$ cat src/sv/kde_pkg.sv
// Shared types, constants and register codes for the kernel density evaluator.
package kde_pkg;

    localparam int MAX_SAMPLES = 1024;
    localparam int POINT_BITS  = 16;
    localparam int ADDR_W      = $clog2(MAX_SAMPLES);
    localparam int CNT_W       = $clog2(MAX_SAMPLES + 1);
    localparam int IDX_W       = 10;
    localparam int IBW_W       = 16;
    localparam int NORM_W      = 24;
    localparam int DENS_W      = 16;
    localparam int MAG_W       = POINT_BITS;
    localparam int P_W         = MAG_W + IBW_W;
    localparam int U_FRAC      = 20;
    localparam int PR_W        = U_FRAC + 1;
    localparam int SQ_W        = 2 * PR_W;
    localparam int TERM_W      = 12;
    localparam int TERM_MAX    = 3072;
    localparam int SUM_W       = $clog2(MAX_SAMPLES * TERM_MAX + 1);
    localparam int PROD_W      = SUM_W + NORM_W;
    localparam int DENS_SHIFT  = 16;
    localparam int APB_AW      = 4;
    localparam int APB_DW      = 32;

    localparam logic [P_W-1:0]  U_ONE    = P_W'(1) << U_FRAC;
    localparam logic [SQ_W-1:0] U_ONE_SQ = SQ_W'(1) << (2 * U_FRAC);

    localparam logic [1:0] REG_SAMPLE_COUNT  = 2'd0;
    localparam logic [1:0] REG_INV_BANDWIDTH = 2'd1;
    localparam logic [1:0] REG_NORM_SCALE    = 2'd2;

    localparam logic REQ_LOAD  = 1'b0;
    localparam logic REQ_QUERY = 1'b1;

    typedef struct packed {
        logic                         req_type;
        logic [IDX_W-1:0]             sample_index;
        logic signed [POINT_BITS-1:0] point_value;
    } t_kde_in;

    typedef struct packed {
        logic [DENS_W-1:0] density;
        logic              saturated;
    } t_kde_out;

    typedef struct packed {
        logic [CNT_W-1:0]  sample_count;
        logic [IBW_W-1:0]  inv_bandwidth;
        logic [NORM_W-1:0] norm_scale;
    } t_kde_cfg;

    typedef enum logic [4:0] {
        S_IDLE  = 5'b00001,
        S_WALK  = 5'b00010,
        S_DRAIN = 5'b00100,
        S_SCALE = 5'b01000,
        S_DONE  = 5'b10000
    } t_kde_state;

endpackage

$ cat src/sv/kde_term_pipe.sv
// Chain of registered cells that turns one stored sample a cycle into a kernel term.
module kde_term_pipe import kde_pkg::*; (
    input  logic                         i_clk,
    input  logic                         i_rst_n,
    input  logic                         i_valid,
    input  logic signed [POINT_BITS-1:0] i_sample,
    input  logic signed [POINT_BITS-1:0] i_query,
    input  logic [IBW_W-1:0]             i_inv_bw,
    output logic                         o_valid,
    output logic [TERM_W-1:0]            o_term,
    output logic                         o_busy
);

    logic signed [POINT_BITS:0] w_diff;
    logic [POINT_BITS:0]        w_abs;
    logic [SQ_W-1:0]            w_om;
    logic [SQ_W+1:0]            w_t3;
    logic                       w_ok;

    logic              r_v_mag, r_v_p, r_v_sq, r_v_term;
    logic [MAG_W-1:0]  r_mag;
    logic [P_W-1:0]    r_p;
    logic [SQ_W-1:0]   r_sq;
    logic              r_ok;
    logic [TERM_W-1:0] r_term;

    assign w_diff = (POINT_BITS+1)'(i_query) - (POINT_BITS+1)'(i_sample);
    assign w_abs  = w_diff[POINT_BITS] ? (POINT_BITS+1)'(-w_diff) : w_diff;
    assign w_ok   = (r_p <= U_ONE);
    assign w_om   = U_ONE_SQ - r_sq;
    assign w_t3   = (SQ_W+2)'(w_om) + ((SQ_W+2)'(w_om) << 1);

    always_ff @(posedge i_clk) begin
        if (!i_rst_n) begin
            r_v_mag  <= 1'b0;
            r_v_p    <= 1'b0;
            r_v_sq   <= 1'b0;
            r_v_term <= 1'b0;
        end else begin
            r_v_mag  <= i_valid;
            r_v_p    <= r_v_mag;
            r_v_sq   <= r_v_p;
            r_v_term <= r_v_sq;
        end
    end

    always_ff @(posedge i_clk) begin
        r_mag  <= w_abs[MAG_W-1:0];
        r_p    <= P_W'(r_mag) * P_W'(i_inv_bw);
        r_ok   <= w_ok;
        r_sq   <= SQ_W'(r_p[PR_W-1:0]) * SQ_W'(r_p[PR_W-1:0]);
        r_term <= r_ok ? w_t3[2*U_FRAC-10+TERM_W-1:2*U_FRAC-10] : '0;
    end

    assign o_valid = r_v_term;
    assign o_term  = r_term;
    assign o_busy  = r_v_mag || r_v_p || r_v_sq || r_v_term;

endmodule

$ cat config.mk
export PLATFORM = sky130hd
export DESIGN_NAME = kde_term_pipe
export DESIGN_NICKNAME = d
export VERILOG_FILES = /design/src/sv/kde_pkg.sv /design/src/sv/kde_term_pipe.sv
export SDC_FILE = /design/constraint.sdc
export NUM_CORES = 2
export LEC_CHECK = 0
export ABC_AREA = 1
export BUFFER_PORTS_ARGS = -buffer_cell sky130_fd_sc_hd__buf_2
export CAP_MARGIN = 20
export CORE_UTILIZATION = 50
export DETAILED_ROUTE_END_ITERATION = 12
export PLACE_DENSITY = 0.66
export SLEW_MARGIN = 40
export SYNTH_ARGS = -nofsm -noshare
export SYNTH_HDL_FRONTEND = slang
export SYNTH_SLANG_ARGS = --single-unit
$ cat constraint.sdc
create_clock -name i_clk -period 14.8 [get_ports i_clk]
set_clock_uncertainty 0.2 [all_clocks]
set_input_delay 0 -clock i_clk [delete_from_list [all_inputs] [get_ports i_clk]]
set_output_delay 0 -clock i_clk [all_outputs]
set_load 0.02 [all_outputs]
==> impl_metrics.env <==
export IMPL_place_gp_congestion=0.955
export IMPL_cts_max_path_buffers=2
export IMPL_grt_overflow_total=0
export IMPL_ys_seq_area_frac=0.0743
export IMPL_synth_top_cell_by_area="fa_1"
export IMPL_die_y_um=241
export IMPL_layout_drive_gt1_share=0.0410
export IMPL_outcome="completed"
export IMPL_end_kind="register"
export IMPL_clock_sinks=106
export IMPL_clk_pin_slew_ns=0.08
export IMPL_nNetsFinal=4652
export IMPL_crit_required_ns=14.91
export IMPL_htree_levels=3
export IMPL_routedWlPerCell_um=14.8
export IMPL_fin_area_um2=30000
export IMPL_syn_avg_cell_area_um2=7.55
export IMPL_port_buffers=64
export IMPL_rsz0062_at_grt="false"
export IMPL_drc=0
export IMPL_cts_root_buf="clkbuf_16"
export IMPL_totalWireLength_um=66900
export IMPL_start_kind="register"
export IMPL_design_die_area_um2=58100
export IMPL_num_vias=22700
export IMPL_cts_tree="done"
export IMPL_dp_cells=4507
export IMPL_cts_made_buffers=9
export IMPL_hpwlAfterDp_um=57100
export IMPL_clk_latency_ns=0.40
export IMPL_slew_violations=0
export IMPL_grt_pass1_wl_um=115000
export IMPL_area_growth_pct=4.88
export IMPL_syn_area_um2=28600
export IMPL_fillers=5678
export IMPL_antenna_cells=0
export IMPL_path_class="register to register"
export IMPL_grt_use_total=0.248
export IMPL_io_pins=65
export IMPL_synth_area_leaders="fa_1 (35%), ha_1 (14%), inv_1 (14%), nand2_1 (11%), dfxtp_1 (7.4%)"
export IMPL_dpl_cell_area_um2=29500
export IMPL_fin_cells=4537
export IMPL_fmax_mhz=150
export IMPL_critPathMaxFanout=22
export IMPL_synth_seq_cells=106
export IMPL_syn_inst=3784
export IMPL_vias_per_cell=5.01
export IMPL_grt_pass1_vias=23900
export IMPL_antenna_found_initial=1
export IMPL_tightestPinTransition_ns=0.886
export IMPL_synth_top_area_frac=0.355
export IMPL_max_slew_margin=0.408
export IMPL_synth_net_count=4660
export IMPL_ant_nets=0
export IMPL_die_w_um=241
export IMPL_hold_buffers=14
export IMPL_critPathArrivalTime_ns=6.77
export IMPL_drt_first_iter_violations=1143
export IMPL_min_period_over_period=0.450
export IMPL_hold_violations=0
export IMPL_start_util=0.507
export IMPL_grt_max_degree=25
export IMPL_setup_tns_ns=0
export IMPL_synth_warnings=0
export IMPL_period_minus_slack_ns=6.65
export IMPL_dr_pass1_iters=7
export IMPL_row_count=87
export IMPL_synth_distinct_cells=46
export IMPL_finalSetupViolCount=0
export IMPL_cts_setup_buffers=0
export IMPL_cts_resized=0
export IMPL_core_area_um2=56400
export IMPL_min_path_type="input port to register"
export IMPL_final_util=0.531
export IMPL_cap_violations=0
## synthesized netlist by cell type (all sizes together)
master     n
inv     1037
nand2    878
fa       506
ha       319
nor2     228
a21oi    144
clkbuf   107
dfxtp    106
o21ai     93
nand3     86
xor2      82
xnor2     38
nor3      31
nand4     28
a31oi     20
a21o      18
nor4      11
o21a      10
o21bai    10
a21boi     6
or2        6
and2       4
and3       4
o211ai     3
buf        2
o31ai      2
a221oi     1
mux2       1
nand3b     1
o22ai      1
or4        1
## flip-flops by register name (all words and copies together), names as in the netlist
name     flops
r_mag       16
r_v_sq       1
r_p         32
r_ok         1
o_valid      1
r_v_mag      1
r_v_p        1
r_sq        41
o_term      12
## layout make-up
cell class	count	area (um2)	area share
clock buffers	9	225	0.00752
clock inverters	7	70.1	0.00234
inverters	1037	3890	0.130
multi-input cells	2532	22100	0.739
flip-flops and latches	106	2140	0.0715
well taps	756	946	0.0316
repair buffers	90	551	0.0184
## worst max-delay path, stage by stage, from the launching register on
cell and delay [ns]:
dfxtp_2 0.73, nand2_1 0.21, fa_1 0.56, inv_1 0.05, fa_1 0.50, inv_1 0.05, fa_1 0.47, inv_1 0.05
fa_1 0.50, inv_1 0.05, fa_1 0.53, inv_1 0.05, fa_1 0.47, inv_1 0.05, fa_1 0.47, inv_1 0.04
ha_1 0.32, nand2_1 0.13, nor2_1 0.08, a21oi_1 0.24, nand2_1 0.18, nand2_1 0.10, nand2_1 0.13, a21oi_1 0.22
xnor2_1 0.17
## cells in the final DEF, fill, tap and decap left out, types with 64 or more instances in the layout
cell     instances
fa_1           506
o21ai_0         90
inv_1         1032
nand3_1         82
a21oi_1        144
buf_2           64
nand2_1        868
nor2_1         216
ha_1           319
dfxtp_1         90
xor2_1          80
## metal layers
layer	global-route usage	up-vias	share of wire
met5	0	-	0
met4	0.0631	0	0.021
met3	0.0309	93	0.039
met2	0.453	469	0.51
met1	0.307	11100	0.43
li1	-	11100	-
## through the flow
stage / hold WS, ns / worst slack, ns
detailed placement: -0.00971 / 8.19
floorplan: -0.107 / 8.75
global route: 0.0421 / 7.79
global placement: -0.00897 / 7.83
finish: 0.0156 / 8.15
CTS: 0.00596 / 8.17
## path summary, 6_finish.rpt
path                            slack, ns        to  startpoint  cells past startpoint
worst min-delay path                 0.02  r_mag[8]  i_query[8]                      4
worst max register to register       8.15  r_sq[27]      r_p[8]                     24
worst max-delay path                 8.15  r_sq[27]      r_p[8]                     24
worst min register to register       0.22   o_valid      r_v_sq                      2
## logic make-up (layout without fill, tap and decap cells)
| group | Yosys count | after routing | synth area share |
|---|---|---|---|
| AO/OA/AOI/OAI | 308 | 308 | 0.0596 |
| XOR/XNOR | 120 | 120 | 0.0377 |
| adder cells (fa/ha/maj) | 825 | 825 | 0.494 |
| buffers and inverters | 1146 | 1143 | 0.151 |
| flip-flops | 106 | 106 | 0.0743 |
| multiplexers | 1 | 1 | 0.000394 |
| AND/OR/NAND/NOR | 1278 | 1278 | 0.183 |
Power is left out: the tool's default activity adds up to more than one toggle a clock period on the data nets, which glitch-free logic cannot reach.
