### config.mk
export PLATFORM = sky130hd
export DESIGN_NAME = kde_cfg
export DESIGN_NICKNAME = d
export VERILOG_FILES = /design/src/sv/kde_pkg.sv /design/src/sv/kde_cfg.sv
export SDC_FILE = /design/constraint.sdc
export NUM_CORES = 1
export LEC_CHECK = 0
export ABC_AREA = 1
export BUFFER_PORTS_ARGS = -buffer_cell sky130_fd_sc_hd__buf_2
export CORE_MARGIN = 4
export CORE_UTILIZATION = 50
export CTS_CLUSTER_SIZE = 30
export DETAILED_ROUTE_END_ITERATION = 8
export PLACE_DENSITY_LB_ADDON = 0.25
export SETUP_SLACK_MARGIN = 0.15
export SYNTH_ARGS = -nofsm -noshare
export SYNTH_HDL_FRONTEND = slang
export SYNTH_SLANG_ARGS = --single-unit
export TNS_END_PERCENT = 10
### constraint.sdc
create_clock -name i_clk -period 2.2 [get_ports i_clk]
set_input_delay 0.55 -clock i_clk [delete_from_list [all_inputs] [get_ports i_clk]]
set_output_delay 0.55 -clock i_clk [all_outputs]
set_load 0.005 [all_outputs]
### src/sv/kde_pkg.sv
// Shared types, constants and register codes for the kernel density evaluator.
package kde_pkg;

    localparam int MAX_SAMPLES = 1024;
    localparam int POINT_BITS  = 16;
    localparam int ADDR_W      = $clog2(MAX_SAMPLES);
    localparam int CNT_W       = $clog2(MAX_SAMPLES + 1);
    localparam int IDX_W       = 10;
    localparam int IBW_W       = 16;
    localparam int NORM_W      = 24;
    localparam int DENS_W      = 16;
    localparam int MAG_W       = POINT_BITS;
    localparam int P_W         = MAG_W + IBW_W;
    localparam int U_FRAC      = 20;
    localparam int PR_W        = U_FRAC + 1;
    localparam int SQ_W        = 2 * PR_W;
    localparam int TERM_W      = 12;
    localparam int TERM_MAX    = 3072;
    localparam int SUM_W       = $clog2(MAX_SAMPLES * TERM_MAX + 1);
    localparam int PROD_W      = SUM_W + NORM_W;
    localparam int DENS_SHIFT  = 16;
    localparam int APB_AW      = 4;
    localparam int APB_DW      = 32;

    localparam logic [P_W-1:0]  U_ONE    = P_W'(1) << U_FRAC;
    localparam logic [SQ_W-1:0] U_ONE_SQ = SQ_W'(1) << (2 * U_FRAC);

    localparam logic [1:0] REG_SAMPLE_COUNT  = 2'd0;
    localparam logic [1:0] REG_INV_BANDWIDTH = 2'd1;
    localparam logic [1:0] REG_NORM_SCALE    = 2'd2;

    localparam logic REQ_LOAD  = 1'b0;
    localparam logic REQ_QUERY = 1'b1;

    typedef struct packed {
        logic                         req_type;
        logic [IDX_W-1:0]             sample_index;
        logic signed [POINT_BITS-1:0] point_value;
    } t_kde_in;

    typedef struct packed {
        logic [DENS_W-1:0] density;
        logic              saturated;
    } t_kde_out;

    typedef struct packed {
        logic [CNT_W-1:0]  sample_count;
        logic [IBW_W-1:0]  inv_bandwidth;
        logic [NORM_W-1:0] norm_scale;
    } t_kde_cfg;

    typedef enum logic [4:0] {
        S_IDLE  = 5'b00001,
        S_WALK  = 5'b00010,
        S_DRAIN = 5'b00100,
        S_SCALE = 5'b01000,
        S_DONE  = 5'b10000
    } t_kde_state;

endpackage

### src/sv/kde_cfg.sv
// APB-style configuration registers of the kernel density evaluator.
module kde_cfg import kde_pkg::*; (
    input  logic              i_clk,
    input  logic              i_rst_n,
    input  logic              psel,
    input  logic              penable,
    input  logic              pwrite,
    input  logic [APB_AW-1:0] paddr,
    input  logic [APB_DW-1:0] pwdata,
    output logic [APB_DW-1:0] prdata,
    output logic              pready,
    output t_kde_cfg          o_cfg
);

    t_kde_cfg   r_cfg;
    logic       w_wr;
    logic [1:0] w_idx;

    assign w_wr   = psel && penable && pwrite;
    assign w_idx  = paddr[3:2];
    assign pready = 1'b1;

    always_ff @(posedge i_clk) begin
        if (!i_rst_n) begin
            r_cfg.sample_count  <= '0;
            r_cfg.inv_bandwidth <= IBW_W'(256);
            r_cfg.norm_scale    <= '0;
        end else if (w_wr) begin
            case (w_idx)
                REG_SAMPLE_COUNT: begin
                    r_cfg.sample_count <= pwdata[CNT_W-1:0];
                end
                REG_INV_BANDWIDTH: begin
                    r_cfg.inv_bandwidth <= pwdata[IBW_W-1:0];
                end
                REG_NORM_SCALE: begin
                    r_cfg.norm_scale <= pwdata[NORM_W-1:0];
                end
                default: begin
                end
            endcase
        end
    end

    always_comb begin
        case (w_idx)
            REG_SAMPLE_COUNT:  prdata = APB_DW'(r_cfg.sample_count);
            REG_INV_BANDWIDTH: prdata = APB_DW'(r_cfg.inv_bandwidth);
            REG_NORM_SCALE:    prdata = APB_DW'(r_cfg.norm_scale);
            default:           prdata = '0;
        endcase
    end

    assign o_cfg = r_cfg;

endmodule

==> results of run 1 <==
-- layer usage --
| layer | GRT usage (%) | wire (um) | vias to the layer above | part of all wire (%) |
|---|---|---|---|---|
| met1 | 25.9 | 2900 | 1169 | 45 |
| met3 | 3.39 | 446 | 8 | 6.9 |
| met2 | 34.7 | 3090 | 95 | 47 |
| li1 | - | - | 1391 | - |
| met4 | 7.22 | 63 | 0 | 0.97 |
| met5 | 0 | 0 | - | 0 |
-- power by group through the flow --
stage                     clock network [mW]  registers [mW]  logic (mW)
after floorplan                            0           0.980       0.148
after detailed placement                   0           0.979       0.235
final                                  0.566           0.958       0.235
after global routing                   0.622           0.961       0.263
after CTS                              0.579           0.958       0.236
after global placement                     0           0.978       0.232
-- synth_stat cells (all sizes together) --
cell type	n	share of area (%)
nor2	115	18
clkbuf	1	0.15
conb	2	0.29
nand2	103	15
buf	32	7.9
nand3	63	13
dfxtp	51	40
inv	35	5.1
o21ai	1	0.20
-- cell type report --
cell class | count | area share, %
inverter | 35 | 4.09
clock inverter | 2 | 0.429
timing repair buffer | 116 | 20.1
sequential | 51 | 31.8
tap | 67 | 2.61
multi-input combinational | 291 | 38.4
clock buffer | 6 | 2.57
-- path summary, 6_finish.rpt --
path | startpoint | to | slack [ps] | cells after the start
worst max-delay path | paddr[2] | prdata[3] | 270 | 7
worst min-delay path | o_cfg[32] | o_cfg[32] | 490 | 2
worst max register to register | o_cfg[33] | o_cfg[33] | 1570 | 2
worst min register to register | o_cfg[32] | o_cfg[32] | 490 | 2
-- logic make-up after synthesis --
family	after synthesis	synth area share, %
other	2	0.294
buffers and inverters	68	13.2
AND/OR/NAND/NOR	281	46.3
flip-flops	51	40.0
AO/OA/AOI/OAI	1	0.196
-- worst max-delay path: cells and delay by family --
| family | cells | cell delay, ps |
|---|---|---|
| buffers and inverters | 4 | 550 |
| AND/OR/NAND/NOR | 3 | 270 |
==> metrics.md, run 1 <==
| Metric | Value |
|---|---|
| Dpl hpwl | `4610 um` |
| Commonest non-fill, non-tap cell in the layout | `nor2_1` |
| Clock network latency to the later pin of the worst-skew pair | `300 ps` |
| Die width | `79.5 um` |
| Initial antenna violation count | `0` |
| Flops & latches, synth | `51` |
| Total gr overflow | `0` |
| Post-DP Area | `3120 um^2` |
| Post_cts resized | `0` |
| Synthesized area per cell | `6.34 um^2` |
| Hold WS | `491 ps` |
| Max cap viols | `0` |
| Crit-path cells | `buf_2, inv_2, nor2_2, buf_4, nand2_1, nand3_1, buf_2` |
| Wire per inst | `11.4 um` |
| Total GRT Usage | `20.4%` |
| Worst Skew | `0 ps` |
| Clock share of power | `32.2%` |
| RSZ-0062 raised after global routing | `false` |
| Final Total Pwr | `1.76 mW` |
| Post-synthesis sequential area ratio | `40.0%` |
| # diodes | `0` |
| Worst Hold Class | `flop to flop` |
| Clock sinks | `51` |
| Final Hold Fails | `0` |
| Synthesized cell area | `2550 um^2` |
| # rows | `25` |
| First-pass GRT wire length | `10400 um` |
| Yosys cell types | `18` |
| Routed via count | `2663` |
| Register area | `1020 um^2` |
| Internal power | `1.29 mW` |
| Crit-path max FO | `16` |
| Final setup violation count | `0` |
| CP max-delay cell | `buf_4` |
| Post-route insts no fill | `568` |
| Status | `finished clean` |
| Yosys warns | `0` |
| CORE AREA | `4850 um^2` |
| Dpl cells | `560` |
| CTS HTree Levels | `2` |
| DRT Pass-1 Iters | `4` |
| Multi-input gate area | `1230 um^2` |
| DR DRC count | `0` |
| Port bufs | `105` |
| Critical path arrival | `1380 ps` |
| Clock buffer depth | `2` |
| Fmax | `519 MHz` |
| Most used cell along the critical path | `buf_2` |
| Fin crit share | `87.6%` |
| Fin area | `3210 um^2` |
| Via density | `4.69` |
| Kind of start point of the critical path | `input pin` |
| Final worst setup slack | `273 ps` |
| WS Path Type | `input pin to output port` |
| CTS tree | `built` |
| Final setup TNS | `0 ps` |
| Die area | `6310 um^2` |
| CTS Buf Count | `5` |
| I/O Pins | `125` |
| Post-CTS Setup Bufs | `0` |
| Fin crit period | `1930 ps` |
| Vias in the first global route | `2302` |
| Largest net degree at the start of global routing | `29` |
| Post-Place Setup Slack | `270 ps` |
| P&R area growth vs syn | `25.8%` |
| Filler cells | `461` |
| Post-layout util | `66.2%` |
| Critical Path RT | `1650 ps` |
| Crit end category | `output port` |
| Fraction of layout instances using a drive strength above 1 | `26.5%` |
| Global placement routability congestion | `0.765` |
| Starting density of the core | `52.7%` |
| Max reg flops | `51` |
| Max IR drop VDD | `0.299 mV` |
| Sequential share of power | `54.5%` |
| Final Max Slew Viols | `0` |
| CTS clk-pin slew, worst paths | `90 ps` |
| Crit-path max cell delay | `230 ps` |
| Sw Ratio | `26.4%` |
| Layout Nets | `541` |
| Final wirelength | `6500 um` |
| Commonest cells after routing, fill and taps aside | `nor2_1, buf_2, nand2_1, nand3_1, dfxtp_1` |
| Leakage power | `1.74 nW` |
| Chip height | `79.5 um` |
| # hold bufs at CTS | `0` |
| Combinational share of power | `13.4%` |
| PD cells | `547 nW/um^2` |
| Initial DRC Count | `145` |
| Post-Synthesis Cells | `403` |
| NetSw | `464 uW` |
| Final ANT Viol Nets | `0` |
| Root buffer cell | `clkbuf_8` |
No activity file was read; power rests on OpenSTA's default activity.
==> run 2, diff against run 1 <==
--- a/config.mk
+++ b/config.mk
@@ -6,11 +6,11 @@
 export NUM_CORES = 1
 export LEC_CHECK = 0
 export ABC_AREA = 1
-export BUFFER_PORTS_ARGS = -buffer_cell sky130_fd_sc_hd__buf_2
 export CORE_MARGIN = 4
-export CORE_UTILIZATION = 50
+export CORE_UTILIZATION = 60
 export CTS_CLUSTER_SIZE = 30
 export DETAILED_ROUTE_END_ITERATION = 8
+export DONT_BUFFER_PORTS = 1
 export PLACE_DENSITY_LB_ADDON = 0.25
 export SETUP_SLACK_MARGIN = 0.15
 export SYNTH_ARGS = -nofsm -noshare
==> metrics.md, run 2 (synthesis results as in run 1) <==
| Metric | Value |
|---|---|
| Root buffer cell | `clkbuf_8` |
| Commonest cells after routing, fill and taps aside | `nor2_1, nand2_1, nand3_1, dfxtp_1, inv_1` |
| Fin crit share | `76.1%` |
| RSZ-0062 raised after global routing | `false` |
| Fin crit period | `1670 ps` |
| Clock sinks | `51` |
| Leakage power | `1.18 nW` |
| NetSw | `419 uW` |
| Starting density of the core | `62.9%` |
| Initial antenna violation count | `0` |
| Final ANT Viol Nets | `0` |
| Final setup violation count | `0` |
| Final wirelength | `5860 um` |
| Max cap viols | `0` |
| Port bufs | `0` |
| Via density | `5.18` |
| Layout Nets | `433` |
| Worst Skew | `0 ps` |
| Chip height | `73.2 um` |
| PD cells | `629 nW/um^2` |
| Hold path startpoint | `i_rst_n` |
| Critical Path RT | `1650 ps` |
| P&R area growth vs syn | `1.86%` |
| CTS clk-pin slew, worst paths | `90 ps` |
| Initial DRC Count | `83` |
| Post-CTS Setup Bufs | `0` |
| Internal power | `1.22 mW` |
| Crit-path max FO | `19` |
| Crit end category | `output port` |
| Worst Hold Class | `input pin to flop` |
| # rows | `23` |
| WS Path Type | `input pin to output port` |
| Max IR drop VDD | `0.481 mV` |
| First-pass GRT wire length | `9340 um` |
| Critical path arrival | `1120 ps` |
| Fmax | `597 MHz` |
| Dpl hpwl | `4000 um` |
| CORE AREA | `4060 um^2` |
| Clock buffer depth | `2` |
| Sequential share of power | `58.9%` |
| I/O Pins | `125` |
| Final Hold Fails | `0` |
| CTS HTree Levels | `2` |
| Final Total Pwr | `1.64 mW` |
| # diodes | `0` |
| # hold bufs at CTS | `0` |
| Die area | `5360 um^2` |
| Post-Place Setup Slack | `521 ps` |
| Clock share of power | `31.8%` |
| Total gr overflow | `0` |
| Total GRT Usage | `22.0%` |
| Vias in the first global route | `2064` |
| Status | `finished clean` |
| Wire per inst | `13.2 um` |
| Largest net degree at the start of global routing | `52` |
| Fin area | `2600 um^2` |
| CTS Buf Count | `5` |
| Fraction of layout instances using a drive strength above 1 | `6.11%` |
| DRT Pass-1 Iters | `4` |
| Clock network latency to the later pin of the worst-skew pair | `300 ps` |
| FF-to-FF Start | `o_cfg[46]` |
| Final worst setup slack | `526 ps` |
| Final setup TNS | `0 ps` |
| Post-DP Area | `2520 um^2` |
| Commonest non-fill, non-tap cell in the layout | `nor2_1` |
| Routed via count | `2296` |
| Post_cts resized | `0` |
| Sw Ratio | `25.6%` |
| Combinational share of power | `9.3%` |
| DR DRC count | `0` |
| Crit path launch | `paddr[2]` |
| Final Max Slew Viols | `0` |
| Global placement routability congestion | `0.782` |
| Kind of start point of the critical path | `input pin` |
| Die width | `73.2 um` |
| CTS tree | `built` |
| Max reg flops | `51` |
| Filler cells | `411` |
## run 2: changes by cell type in the layout (fill, tap and decap cells not counted), sizes merged
cell / delta
buf: -108
clkinvlp: +1
inv: -1
## run 2: layout make-up
class                      instances  area (um^2)  share of cell area [%]
clock buffer                       6         72.6                    2.79
clock inverter                     2         12.5                   0.481
inverter                          35          131                    5.05
multi-input combinational        291         1230                    47.2
sequential                        51         1020                    39.2
tap                               50         62.6                    2.41
timing repair buffer               8         72.6                    2.79
## run 2: worst max-delay path, stage by stage
cell     delay (ps)
inv_2            40
nor2_2           90
buf_4           240
nand2_1          80
nand3_1         110
## run 2: per-stage QoR
step                      utilization [%]  instances  hold slack, ps
after floorplan                         -        410             483
after global placement               62.0        435             506
after detailed placement             62.0        435             510
after CTS                            64.1        443             330
after global routing                 64.1        443             332
final                                64.1        443             349
## run 2: final timing paths
kind | end | slack, ps | cells past startpoint
worst min-delay path | o_cfg[32] | 350 | 1
worst min register to register | o_cfg[19] | 520 | 2
worst max-delay path | prdata[7] | 530 | 5
worst max register to register | o_cfg[46] | 1560 | 2
## run 2: routing by layer
layer | wire (um) | GRT usage (%) | up-vias
li1 | - | - | 1176
met2 | 2770 | 37.4 | 86
met1 | 2460 | 25.8 | 1027
met4 | 57 | 6.15 | 0
met5 | 0 | 0 | -
met3 | 563 | 7.99 | 7
## run 2: power groups by stage
stage               Clock, mW  Sequential [mW]  Combinational, mW
detailed placement          0            0.986              0.153
global placement            0            0.985              0.150
CTS                     0.537            0.964              0.153
global route            0.570            0.967              0.177
floorplan                   0            0.980              0.148
finish                  0.521            0.963              0.152
